$ cat src/playfair_digraph_cipher_assert.svh
// Assertion macros used by the playfair digraph cipher RTL.
`ifndef PLAYFAIR_DIGRAPH_CIPHER_ASSERT_SVH
`define PLAYFAIR_DIGRAPH_CIPHER_ASSERT_SVH

// Same-cycle implication, checked out of reset.
`define PF_ASSERT_NOW(lbl, ante, cons, msg) \
    lbl: assert property (@(posedge aclk) disable iff (!aresetn) (ante) |-> (cons)) \
        else $error(msg);

// Next-cycle implication, checked out of reset.
`define PF_ASSERT_NEXT(lbl, ante, cons, msg) \
    lbl: assert property (@(posedge aclk) disable iff (!aresetn) (ante) |=> (cons)) \
        else $error(msg);

`endif

$ cat src/pf_pkg.sv
// Types, codes and helper functions for the playfair digraph cipher.
package pf_pkg;

    localparam int SIDE  = 5;
    localparam int CELLS = 25;
    localparam int ALPHA = 26;

    typedef logic [4:0] letter_t;
    typedef logic [4:0] cell_t;
    typedef logic [2:0] coord_t;
    typedef logic [2:0] func_t;

    localparam func_t FUNC_CLEAR   = 3'd0;
    localparam func_t FUNC_ADD     = 3'd1;
    localparam func_t FUNC_FINISH  = 3'd2;
    localparam func_t FUNC_ENCRYPT = 3'd3;
    localparam func_t FUNC_DECRYPT = 3'd4;

    localparam letter_t LETTER_I    = 5'd8;
    localparam letter_t LETTER_J    = 5'd9;
    localparam letter_t LETTER_LAST = 5'(ALPHA - 1);
    localparam cell_t   CELL_COUNT  = 5'(CELLS);
    localparam coord_t  COORD_LAST  = 3'(SIDE - 1);

    typedef struct packed {
        func_t   func;
        letter_t letter_a;
        letter_t letter_b;
    } pf_in_t;

    typedef struct packed {
        letter_t out_a;
        letter_t out_b;
        logic    status;
    } pf_out_t;

    typedef struct packed {
        logic    sq_we;
        cell_t   sq_addr;
        letter_t sq_data;
        logic    pos_we;
        letter_t pos_addr;
        cell_t   pos_data;
    } pf_wr_t;

    typedef struct packed {
        cell_t   sq_a;
        cell_t   sq_b;
        letter_t pos_a;
        letter_t pos_b;
    } pf_rd_t;

    function automatic letter_t clamp_letter(input letter_t v);
        return (v > LETTER_LAST) ? LETTER_LAST : v;
    endfunction

    // I and J share one position entry
    function automatic letter_t fold_letter(input letter_t v);
        return (v == LETTER_J) ? LETTER_I : v;
    endfunction

    function automatic coord_t cell_row(input cell_t c);
        coord_t r;
        if (c >= 5'd20) begin
            r = 3'd4;
        end else if (c >= 5'd15) begin
            r = 3'd3;
        end else if (c >= 5'd10) begin
            r = 3'd2;
        end else if (c >= 5'd5) begin
            r = 3'd1;
        end else begin
            r = 3'd0;
        end
        return r;
    endfunction

    function automatic coord_t cell_col(input cell_t c);
        coord_t r;
        cell_t  base;
        r    = cell_row(c);
        base = {r, 2'b00} + {2'b00, r};
        return 3'(c - base);
    endfunction

    function automatic cell_t make_cell(input coord_t row, input coord_t col);
        return {row, 2'b00} + {2'b00, row} + {2'b00, col};
    endfunction

    function automatic coord_t step_coord(input coord_t c, input logic back);
        coord_t r;
        if (back) begin
            r = (c == 3'd0) ? COORD_LAST : c - 3'd1;
        end else begin
            r = (c == COORD_LAST) ? 3'd0 : c + 3'd1;
        end
        return r;
    endfunction

endpackage

$ cat src/playfair_digraph_cipher.sv
// Top level of the playfair digraph cipher: sequencer, key state and result register.
//
// Playfair cipher on a 5x5 key square (I and J share a cell). Each transaction on
// s_ carries a function: clear key, add key letter, finish square, encrypt pair or
// decrypt pair, and yields exactly one transaction on m_. Clear and add pass through
// decode to the result state; a pair goes through position memory read, cell
// mapping with square memory read and result capture; finishing walks all 26
// letters through the single placement unit, one letter a cycle.
// One transaction is worked on at a time; s_ready is high while the sequencer is idle,
// and a result held in the output register does not block the next acceptance.
// Pairs sent before the square is finished return status 1 and zero letters.
`include "playfair_digraph_cipher_assert.svh"

module playfair_digraph_cipher (
    input  logic             aclk,
    input  logic             aresetn,
    input  logic             s_valid,
    output logic             s_ready,
    input  pf_pkg::pf_in_t   s_data,
    output logic             m_valid,
    input  logic             m_ready,
    output pf_pkg::pf_out_t  m_data
);

    typedef enum logic [5:0] {
        ST_IDLE   = 6'b000001,
        ST_DECODE = 6'b000010,
        ST_FILL   = 6'b000100,
        ST_POSRD  = 6'b001000,
        ST_SQRD   = 6'b010000,
        ST_RESULT = 6'b100000
    } state_t;

    state_t            state_reg, state_next;
    pf_pkg::pf_in_t    item_reg, item_next;
    logic [25:0]       used_reg, used_next;
    pf_pkg::cell_t     fill_reg, fill_next;
    logic              ready_reg, ready_next;
    pf_pkg::letter_t   walk_reg, walk_next;
    pf_pkg::pf_out_t   res_reg, res_next;
    logic              m_valid_reg, m_valid_next;
    pf_pkg::pf_out_t   m_data_reg, m_data_next;

    logic              place_en;
    pf_pkg::letter_t   place_let;
    logic              place_ok;
    pf_pkg::pf_wr_t    wr;
    pf_pkg::pf_rd_t    rd;
    pf_pkg::letter_t   sq_a_data, sq_b_data;
    pf_pkg::cell_t     pos_a_data, pos_b_data;
    pf_pkg::cell_t     cell_a, cell_b;

    pf_store u_store (
        .aclk       (aclk),
        .wr         (wr),
        .rd         (rd),
        .sq_a_data  (sq_a_data),
        .sq_b_data  (sq_b_data),
        .pos_a_data (pos_a_data),
        .pos_b_data (pos_b_data)
    );

    pf_pair_map u_pair_map (
        .pos_a   (pos_a_data),
        .pos_b   (pos_b_data),
        .decrypt (item_reg.func == pf_pkg::FUNC_DECRYPT),
        .cell_a  (cell_a),
        .cell_b  (cell_b)
    );

    assign s_ready = (state_reg == ST_IDLE);
    assign m_valid = m_valid_reg;
    assign m_data  = m_data_reg;

    // placement unit shared by add and finish
    assign place_ok = place_en && !used_reg[place_let] && (fill_reg < pf_pkg::CELL_COUNT);

    always_comb begin
        wr.sq_we    = place_ok;
        wr.sq_addr  = fill_reg;
        wr.sq_data  = place_let;
        wr.pos_we   = place_ok;
        wr.pos_addr = pf_pkg::fold_letter(place_let);
        wr.pos_data = fill_reg;
        rd.pos_a    = pf_pkg::fold_letter(item_reg.letter_a);
        rd.pos_b    = pf_pkg::fold_letter(item_reg.letter_b);
        rd.sq_a     = cell_a;
        rd.sq_b     = cell_b;
    end

    always_comb begin
        state_next   = state_reg;
        item_next    = item_reg;
        used_next    = used_reg;
        fill_next    = fill_reg;
        ready_next   = ready_reg;
        walk_next    = walk_reg;
        res_next     = res_reg;
        m_valid_next = m_valid_reg;
        m_data_next  = m_data_reg;
        place_en     = 1'b0;
        place_let    = item_reg.letter_a;

        if (m_valid_reg && m_ready) begin
            m_valid_next = 1'b0;
        end

        case (state_reg)
            ST_IDLE: begin
                if (s_valid) begin
                    item_next.func     = s_data.func;
                    item_next.letter_a = pf_pkg::clamp_letter(s_data.letter_a);
                    item_next.letter_b = pf_pkg::clamp_letter(s_data.letter_b);
                    state_next         = ST_DECODE;
                end
            end
            ST_DECODE: begin
                res_next   = '0;
                state_next = ST_RESULT;
                case (item_reg.func)
                    pf_pkg::FUNC_CLEAR: begin
                        used_next  = '0;
                        fill_next  = '0;
                        ready_next = 1'b0;
                    end
                    pf_pkg::FUNC_ADD: begin
                        place_en = !ready_reg;
                    end
                    pf_pkg::FUNC_FINISH: begin
                        if (!ready_reg) begin
                            walk_next  = '0;
                            state_next = ST_FILL;
                        end
                    end
                    pf_pkg::FUNC_ENCRYPT, pf_pkg::FUNC_DECRYPT: begin
                        if (ready_reg) begin
                            state_next = ST_POSRD;
                        end else begin
                            res_next.status = 1'b1;
                        end
                    end
                    default: begin
                    end
                endcase
            end
            ST_FILL: begin
                place_en  = 1'b1;
                place_let = walk_reg;
                walk_next = walk_reg + 5'd1;
                if (walk_reg == pf_pkg::LETTER_LAST) begin
                    ready_next = 1'b1;
                    state_next = ST_RESULT;
                end
            end
            ST_POSRD: begin
                state_next = ST_SQRD;
            end
            ST_SQRD: begin
                res_next.out_a  = sq_a_data;
                res_next.out_b  = sq_b_data;
                res_next.status = 1'b0;
                state_next      = ST_RESULT;
            end
            ST_RESULT: begin
                if (!m_valid_reg || m_ready) begin
                    m_valid_next = 1'b1;
                    m_data_next  = res_reg;
                    state_next   = ST_IDLE;
                end
            end
            default: begin
                state_next = ST_IDLE;
            end
        endcase

        if (place_ok) begin
            used_next[place_let] = 1'b1;
            if ((place_let == pf_pkg::LETTER_I) || (place_let == pf_pkg::LETTER_J)) begin
                used_next[pf_pkg::LETTER_I] = 1'b1;
                used_next[pf_pkg::LETTER_J] = 1'b1;
            end
            fill_next = fill_reg + 5'd1;
        end
    end

    always_ff @(posedge aclk) begin
        if (!aresetn) begin
            state_reg   <= ST_IDLE;
            used_reg    <= '0;
            fill_reg    <= '0;
            ready_reg   <= 1'b0;
            m_valid_reg <= 1'b0;
        end else begin
            state_reg   <= state_next;
            used_reg    <= used_next;
            fill_reg    <= fill_next;
            ready_reg   <= ready_next;
            m_valid_reg <= m_valid_next;
        end
    end

    always_ff @(posedge aclk) begin
        item_reg   <= item_next;
        walk_reg   <= walk_next;
        res_reg    <= res_next;
        m_data_reg <= m_data_next;
    end

    `PF_ASSERT_NOW(a_fill_bound, 1'b1, fill_reg <= pf_pkg::CELL_COUNT,
        "fill count beyond square size")
    `PF_ASSERT_NOW(a_ready_full, ready_reg, fill_reg == pf_pkg::CELL_COUNT,
        "square ready but not full")
    `PF_ASSERT_NOW(a_ready_used, ready_reg, used_reg == {26{1'b1}},
        "square ready with letters unplaced")
    `PF_ASSERT_NEXT(a_drain, m_valid_reg && m_ready && (state_reg != ST_RESULT),
        !m_valid_reg, "result repeated after transaction")
    `PF_ASSERT_NEXT(a_fill_exit, state_reg == ST_FILL,
        (state_reg == ST_FILL) || (state_reg == ST_RESULT), "fill walk left early")

endmodule

$ cat src/pf_store.sv
// Key square and letter position memories with registered reads.
module pf_store (
    input  logic             aclk,
    input  pf_pkg::pf_wr_t   wr,
    input  pf_pkg::pf_rd_t   rd,
    output pf_pkg::letter_t  sq_a_data,
    output pf_pkg::letter_t  sq_b_data,
    output pf_pkg::cell_t    pos_a_data,
    output pf_pkg::cell_t    pos_b_data
);

    pf_pkg::letter_t square_mem [pf_pkg::CELLS];
    pf_pkg::cell_t   pos_mem    [pf_pkg::ALPHA];

    always_ff @(posedge aclk) begin
        if (wr.sq_we) begin
            square_mem[wr.sq_addr] <= wr.sq_data;
        end
        sq_a_data <= square_mem[rd.sq_a];
        sq_b_data <= square_mem[rd.sq_b];
    end

    always_ff @(posedge aclk) begin
        if (wr.pos_we) begin
            pos_mem[wr.pos_addr] <= wr.pos_data;
        end
        pos_a_data <= pos_mem[rd.pos_a];
        pos_b_data <= pos_mem[rd.pos_b];
    end

endmodule

$ cat src/pf_pair_map.sv
// Digraph cell mapping: row shift, column shift or column swap.
module pf_pair_map (
    input  pf_pkg::cell_t pos_a,
    input  pf_pkg::cell_t pos_b,
    input  logic          decrypt,
    output pf_pkg::cell_t cell_a,
    output pf_pkg::cell_t cell_b
);

    pf_pkg::coord_t r1, c1, r2, c2;
    pf_pkg::coord_t nr1, nc1, nr2, nc2;

    always_comb begin
        r1  = pf_pkg::cell_row(pos_a);
        c1  = pf_pkg::cell_col(pos_a);
        r2  = pf_pkg::cell_row(pos_b);
        c2  = pf_pkg::cell_col(pos_b);
        nr1 = r1;
        nc1 = c1;
        nr2 = r2;
        nc2 = c2;
        if (r1 == r2) begin
            nc1 = pf_pkg::step_coord(c1, decrypt);
            nc2 = pf_pkg::step_coord(c2, decrypt);
        end else if (c1 == c2) begin
            nr1 = pf_pkg::step_coord(r1, decrypt);
            nr2 = pf_pkg::step_coord(r2, decrypt);
        end else begin
            nc1 = c2;
            nc2 = c1;
        end
        cell_a = pf_pkg::make_cell(nr1, nc1);
        cell_b = pf_pkg::make_cell(nr2, nc2);
    end

endmodule

$ cat config.mk
export PLATFORM = sky130hd
export DESIGN_NAME = playfair_digraph_cipher
export DESIGN_NICKNAME = d
export VERILOG_FILES = /design/src/pf_pkg.sv /design/src/playfair_digraph_cipher.sv /design/src/pf_store.sv /design/src/pf_pair_map.sv
export VERILOG_INCLUDE_DIRS = /design/src /design/src/src
export SDC_FILE = /design/constraint.sdc
export NUM_CORES = 1
export LEC_CHECK = 0
export ABC_AREA = 1
export BUFFER_PORTS_ARGS = -buffer_cell sky130_fd_sc_hd__buf_2
export CELL_PAD_IN_SITES_DETAIL_PLACEMENT = 0
export CELL_PAD_IN_SITES_GLOBAL_PLACEMENT = 1
export CORE_MARGIN = 5
export CORE_UTILIZATION = 45
export CTS_CLUSTER_DIAMETER = 80
export DETAILED_ROUTE_END_ITERATION = 8
export PLACE_DENSITY = 0.73
export SETUP_SLACK_MARGIN = 0.15
export SKIP_CTS_REPAIR_TIMING = 1
export SLEW_MARGIN = 20
export SYNTH_ARGS = -nofsm -noshare
export SYNTH_HDL_FRONTEND = slang
export SYNTH_SLANG_ARGS = --single-unit
$ cat constraint.sdc
create_clock -name aclk -period 6.65 [get_ports aclk]
set_clock_uncertainty 0.15 [all_clocks]
set_input_delay 1.33 -clock aclk [delete_from_list [all_inputs] [get_ports aclk]]
set_output_delay 1.33 -clock aclk [all_outputs]
set_load 0.05 [all_outputs]
---- Word-level counts from Yosys, hierarchy flattened ----
Memories as Yosys holds them, arrays and structs flattened. A register that Yosys moved wholly into a read port is not among the register bits.
Index checks and enable logic that the tools add are counted.
storage, ports and cells
  bits in registers ....................... 79
  bits in writable memories ............... 255
  input port bits ......................... 17
  output and inout bits ................... 13
  logic and storage cells ................. 167
  memories kept ........................... 2
memory list
  memory              words  width  rd ports  clocked after memory_dff  write ports  RTL line        RTL
  u_store.pos_mem     26     5      2         2                         1            pf_store.sv:13  pf_pkg::cell_t pos_mem [pf_pkg::ALPHA];
  u_store.square_mem  25     5      2         2                         1            pf_store.sv:12  pf_pkg::letter_t square_mem [pf_pkg::CELLS];
cells by class
  add/sub/neg operators ................... 18
  order comparisons ....................... 13
  eq/ne operators ......................... 27
  muxes and demuxes ....................... 66
  bitwise logic cells ..................... 1
  reductions and logical operators ........ 25
operators by type and width
  cell                                                                   count
  26-bit 2-to-1 mux                                                      3
  3-bit 2-to-1 mux                                                       25
  5-bit 2-to-1 mux                                                       9
  6-bit one-hot mux with 6 select lines                                  1
  6-bit 2-to-1 mux                                                       5
  26-bit OR                                                              1
  11-bit one-hot mux with 2 select lines                                 1
  5-bit by 3-bit adder with 5-bit output                                 4
  5-bit by 4-bit == test with 1-bit output, second input constant        4
  5-bit by 4-bit >= comparator with 1-bit output, second input constant  4
  3-bit == test, second input constant                                   5
  3-bit logical NOT                                                      5
  1-bit 2-to-1 mux                                                       14
  3-bit by 1-bit adder with 3-bit output, second input constant          4
  6-bit one-hot mux with 2 select lines                                  1
  3-bit by 1-bit subtractor with 3-bit output, second input constant     4
  5-bit by 1-bit adder with 5-bit output, second input constant          2
  5-bit by 3-bit >= comparator with 1-bit output, second input constant  2
  5-bit >= comparator, second input constant                             2
  5-bit greater-than comparator, second input constant                   2
  5-bit one-hot mux with 2 select lines                                  1
  3-bit AND reduction                                                    3
  2-bit != test, second input constant                                   4
  2-bit nonzero test                                                     4
  25 further kinds                                                       40

---- Longest topological paths before layout ----
  depth in word-level cells ............... 12
  gate-level depth with buffers ........... 36
  depth with buffers taken out ............ 35

---- Modules after synthesis ----
Synthesis repeated with hierarchy kept, for this count alone.
unflattened totals
  cell total of the unflattened synthesis .. 2,339
  area, all modules ....................... 19,442.4 sq um
modules (own cells, without submodules)
  module                   times used  cells each  area an instance (sq um)  seq. area each (sq um)
  pf_store                 1           1,663       14,157.3                  8,057.7
  playfair_digraph_cipher  1           476         3,973.8                   1,981.9
  pf_pair_map              1           200         1,311.3                   0.0

---- Worst setup path before layout ----
OpenSTA, ideal clock, no wires.
  kind .................................... reg-to-reg
  start ................................... register u_store.pos_a_data[1], read port of u_store.pos_mem
  end ..................................... register u_store.sq_a_data[0], read port of u_store.square_mem
  library setup time ...................... 0.058 ns
  data arrival time ....................... 4.849 ns
  data required time ...................... 6.442 ns
  slack ................................... 1.592 ns
  stages on the path, launching flop included .. 26
  path buffers ............................ 1
  period minus slack after synthesis ...... 5.058 ns
  cell sequence ........................... dfxtp_1 nand2_1 nand3_1 nand2_1 nand2_1 nand2_1 xor2_1 inv_1 ha_1 nor2_1 fa_1 xnor2_1 xor2_2 inv_1 ha_1 or2_2 o21ai_0 o21ai_0 fa_1 fa_1 inv_1 clkbuf_1 nand2_1 a32oi_1 nand3_1 nand2_1
between the ends
  cells in the longest elaborated chain, start to end .. 12
  elaborated cells on any way between the ends .. 32
  those cells by class .................... 8 x add/sub; 4 x order compare; 4 x eq/ne; 14 x mux; 2 x reduce/logical
RTL lines
  item                                                                        RTL line                                       RTL
  start, declared                                                             pf_store.sv:8                                  output pf_pkg::cell_t pos_a_data,
  5-bit by 3-bit >= comparator with 1-bit output                              pf_pkg.sv:70                                   end else if (c >= 5'd5) begin
  1-bit 2-to-1 mux                                                            pf_pkg.sv:70
  3-bit 2-to-1 mux                                                            pf_pkg.sv:68                                   end else if (c >= 5'd10) begin
  3-bit 2-to-1 mux                                                            pf_pkg.sv:66                                   end else if (c >= 5'd15) begin
  3-bit 2-to-1 mux                                                            pf_pkg.sv:64                                   if (c >= 5'd20) begin
  3-bit adder, or another cell as far along                                   pf_pkg.sv:82                                   base = {r, 2'b00} + {2'b00, r};
  3-bit subtractor, or another cell as far along                              pf_pkg.sv:83                                   return 3'(c - base);
  3-bit == test, or another cell as far along                                 pf_pair_map.sv:25                              end else if (c1 == c2) begin
  3-bit 2-to-1 mux, on equally long branches                                  pf_pair_map.sv:25, pf_pkg.sv:93, pf_pkg.sv:95
  3-bit 2-to-1 mux, on equally long branches                                  pf_pair_map.sv:22, pf_pkg.sv:92
  5-bit by 3-bit adder with 5-bit output or 3-bit 2-to-1 mux (tied branches)  pf_pkg.sv:87, pf_pair_map.sv:22
  5-bit by 3-bit adder with 5-bit output *                                    pf_pkg.sv:87                                   return {row, 2'b00} + {2'b00, row} + {2'b00, col};
  end, declared                                                               pf_store.sv:6                                  output pf_pkg::letter_t sq_a_data,
Mark *: on every way between the ends. The rest lies on a longest branch, timed or not.
A chain may end at the register's enable or synchronous reset.

---- Final worst setup path ----
  start ................................... register u_store.pos_a_data[1], read port of u_store.pos_mem
  end ..................................... register u_store.sq_b_data[3], read port of u_store.square_mem
between the ends
  cells in the longest elaborated chain, start to end .. 12
  elaborated cells on any way between the ends .. 18
  those cells by class .................... 4 x add/sub; 4 x order compare; 2 x eq/ne; 8 x mux
RTL lines
  item                                            RTL line           RTL
  5-bit by 3-bit >= comparator with 1-bit output  pf_pkg.sv:70
  1-bit 2-to-1 mux                                pf_pkg.sv:70
  3-bit 2-to-1 mux                                pf_pkg.sv:68
  3-bit 2-to-1 mux                                pf_pkg.sv:66
  3-bit 2-to-1 mux                                pf_pkg.sv:64
  3-bit adder                                     pf_pkg.sv:82
  3-bit subtractor                                pf_pkg.sv:83
  3-bit == test                                   pf_pair_map.sv:25
  3-bit 2-to-1 mux                                pf_pair_map.sv:25
  3-bit 2-to-1 mux                                pf_pair_map.sv:22  if (r1 == r2) begin
  5-bit by 3-bit adder with 5-bit output          pf_pkg.sv:87
  5-bit by 3-bit adder with 5-bit output *        pf_pkg.sv:87
  end, declared                                   pf_store.sv:7      output pf_pkg::letter_t sq_b_data,
Marks and branches as above.

==> metrics.yaml <==
status: "complete, no violations"
worstMarginPinSlew_ns: 1.05
rsz0062_at_grt: "false"
syn_area_per_cell_sq_um: 9.02
synth_area_sq_mm: 0.0184
drive_above_1_share: 0.0779
synth_largest_area_cell: "edfxtp_1"
worstPathMaxFanout: 16
synthTopCellsByCount: "nand2_1 (304), o21ai_0 (297), edfxtp_1 (295)"
num_vias: 14767
die_x_microns: 212
core-area_sq_mm: 0.0406
synth-edff-count: 295
drtAntennaViolNets: 0
die_y_microns: 212
critPathKind: "register to register"
wl_mm: 53.8
clk_latency_ns: 0.55
ys_ff_latch: 354
grt_pass1_wl_mm: 82.4
ys_warn_count: 0
antenna_cells: 0
track_usage: 0.236
drc_errors: 0
synth-async-reset-ratio: 0
clk_path_buf_depth: 3
numClockSinks: 354
cp.arrival_ns: 6.19
first_global_vias: 14231
clockRootBuffer: "clkbuf_16"
htree_levels: 2
area_delta_synth_final_pct: 9.97
period_share: 0.879
hpwl_mm: 35.6
antenna_found_initial: 0
rows: 74
synthCells: 2037
cts-buffers-inserted: 40
initial_core_util: 0.452
pin_count: 30
wire_per_inst_microns: 20.8
drv_cap: 0
timing.slew.headroom: 0.296
clk_pin_slew_worst_paths_ns: 0.06
grt-ovfl-total: 0
grt_max_degree: 99
fmax_ghz: 0.171
ys_top_cells_by_area: "edfxtp_1 (48%), o21ai_0 (8.1%), dfxtp_1 (6.4%)"
tns_ns: 0
synth_cell_types: 53
drtIter0Drc: 1471
vias_per_cell: 5.71
fp.dieArea_sq_mm: 0.0450
seq_area_frac_synth: 0.547
cts_tree: "yes"
finalMaxSlewViolations: 0
globalplace.congestion: 0.902
final_hold_viol_count: 0
synth.top_cell.area_share: 0.482
drt-pass1-iter-count: 6
hold_class: "register to register"
final_nets: 2079
setup_viol: 0
yosysMostFrequentCell: "nand2_1"
largest_reg_flops: 130
worstSetupEndpointType: "register"
layout_min_cycle_time_ns: 5.85
cp_data_required_time_ns: 6.99
synth_top_flop_cell: "edfxtp_1"
fillers: 3785
startpoint_type: "register"
port-buffer-count: 29
==> stage by stage <==
step / std cells / cell area (sq um) / setup slack [ns] / utilization / hold WS [ns]
finish: 2586 / 20200 / 0.803 / 0.497 / 0.267
global route: 2586 / 20200 / 0.337 / 0.497 / 0.282
CTS: 2586 / 20200 / 0.882 / 0.497 / 0.269
detailed placement: 2515 / 19000 / 0.917 / 0.467 / 0.255
global placement: 2515 / 19000 / 0.960 / 0.467 / 0.265
floorplan: 2041 / 18400 / 1.59 / - / 0.250
==> critical path, cell delays in order (launching register included) <==
cell and delay (ns):
dfxtp_1 0.46, nand2_1 0.12, nand3_1 0.10, nand2_1 0.05, nand2_1 0.15, nand2_1 0.18
xor2_1 0.24, ha_1 0.18, nor2_1 0.05, fa_1 0.37, xnor2_1 0.24, xor2_2 0.30
inv_1 0.16, nand2_1 0.09, nand2_1 0.05, nand3_1 0.10, inv_1 0.13, o21ai_0 0.28
inv_1 0.11, fa_1 0.53, fa_1 0.49, buf_4 0.21, inv_1 0.38, nand2_1 0.10
a32oi_1 0.34, nand3_1 0.14, nand2_1 0.07
==> final timing paths <==
| path | startpoint | end | slack [ns] | cells past startpoint |
|---|---|---|---|---|
| min | res_reg[3]$_SDFFCE_PN0P_ | m_data[3]$_DFFE_PP_ | 0.27 | 0 |
| min reg2reg | res_reg[3]$_SDFFCE_PN0P_ | m_data[3]$_DFFE_PP_ | 0.27 | 0 |
| max reg2reg | u_store.pos_a_data[1]$_DFF_P_ | u_store.sq_b_data[3]$_DFF_P_ | 0.80 | 26 |
| max | u_store.pos_a_data[1]$_DFF_P_ | u_store.sq_b_data[3]$_DFF_P_ | 0.80 | 26 |
==> cell families (layout without fill, tap and decap cells) <==
kind of cell    Yosys count  count (layout)  share of synthesized area
flops                   354             354                      0.547
simple gates            736             736                      0.173
buf+inv                 311             324                     0.0677
other cells               1               5                   0.000204
compound gates          585             585                      0.178
xor+xnor                 13              13                    0.00661
fa+ha+maj                37              37                     0.0277
==> cell usage in the layout (no fill, tap or decap), types with 5 or more instances in the layout <==
cell       instances
o22ai_1           14
o211ai_1          52
nand3_2           14
a32oi_1           14
clkbuf_16         43
fa_1               6
nand2_1          302
a21oi_1          159
edfxtp_1         295
nand4_1            8
o21ai_0          297
nor2_1           214
buf_2             29
nor3_1            14
buf_4             33
nand3_1          165
inv_1            180
o221ai_1          10
ha_1              29
clkinv_1          16
xnor2_1            6
conb_1             5
clkbuf_1          10
xor2_1             6
a211oi_1           5
dfxtp_1           59
==> per-layer routing <==
layer / wire length, microns / up-vias / GRT usage
li1: - / 7113 / -
met1: 22600 / 7025 / 0.305
met2: 25100 / 487 / 0.386
met3: 3330 / 142 / 0.0441
met4: 2720 / 0 / 0.112
met5: 0 / - / 0
==> layout make-up <==
class	count	area [sq um]	share of cell area
Clock buffer	53	1110	0.0551
Clock inverter	18	111	0.00551
Inverter	189	709	0.0351
Multi-Input combinational cell	1376	7130	0.353
Sequential cell	354	10000	0.497
Tap cell	532	666	0.0330
Timing Repair Buffer	64	433	0.0214
Power is not shown: default switching activity piles up to over one toggle a cycle in this logic, so the estimate is an artifact.
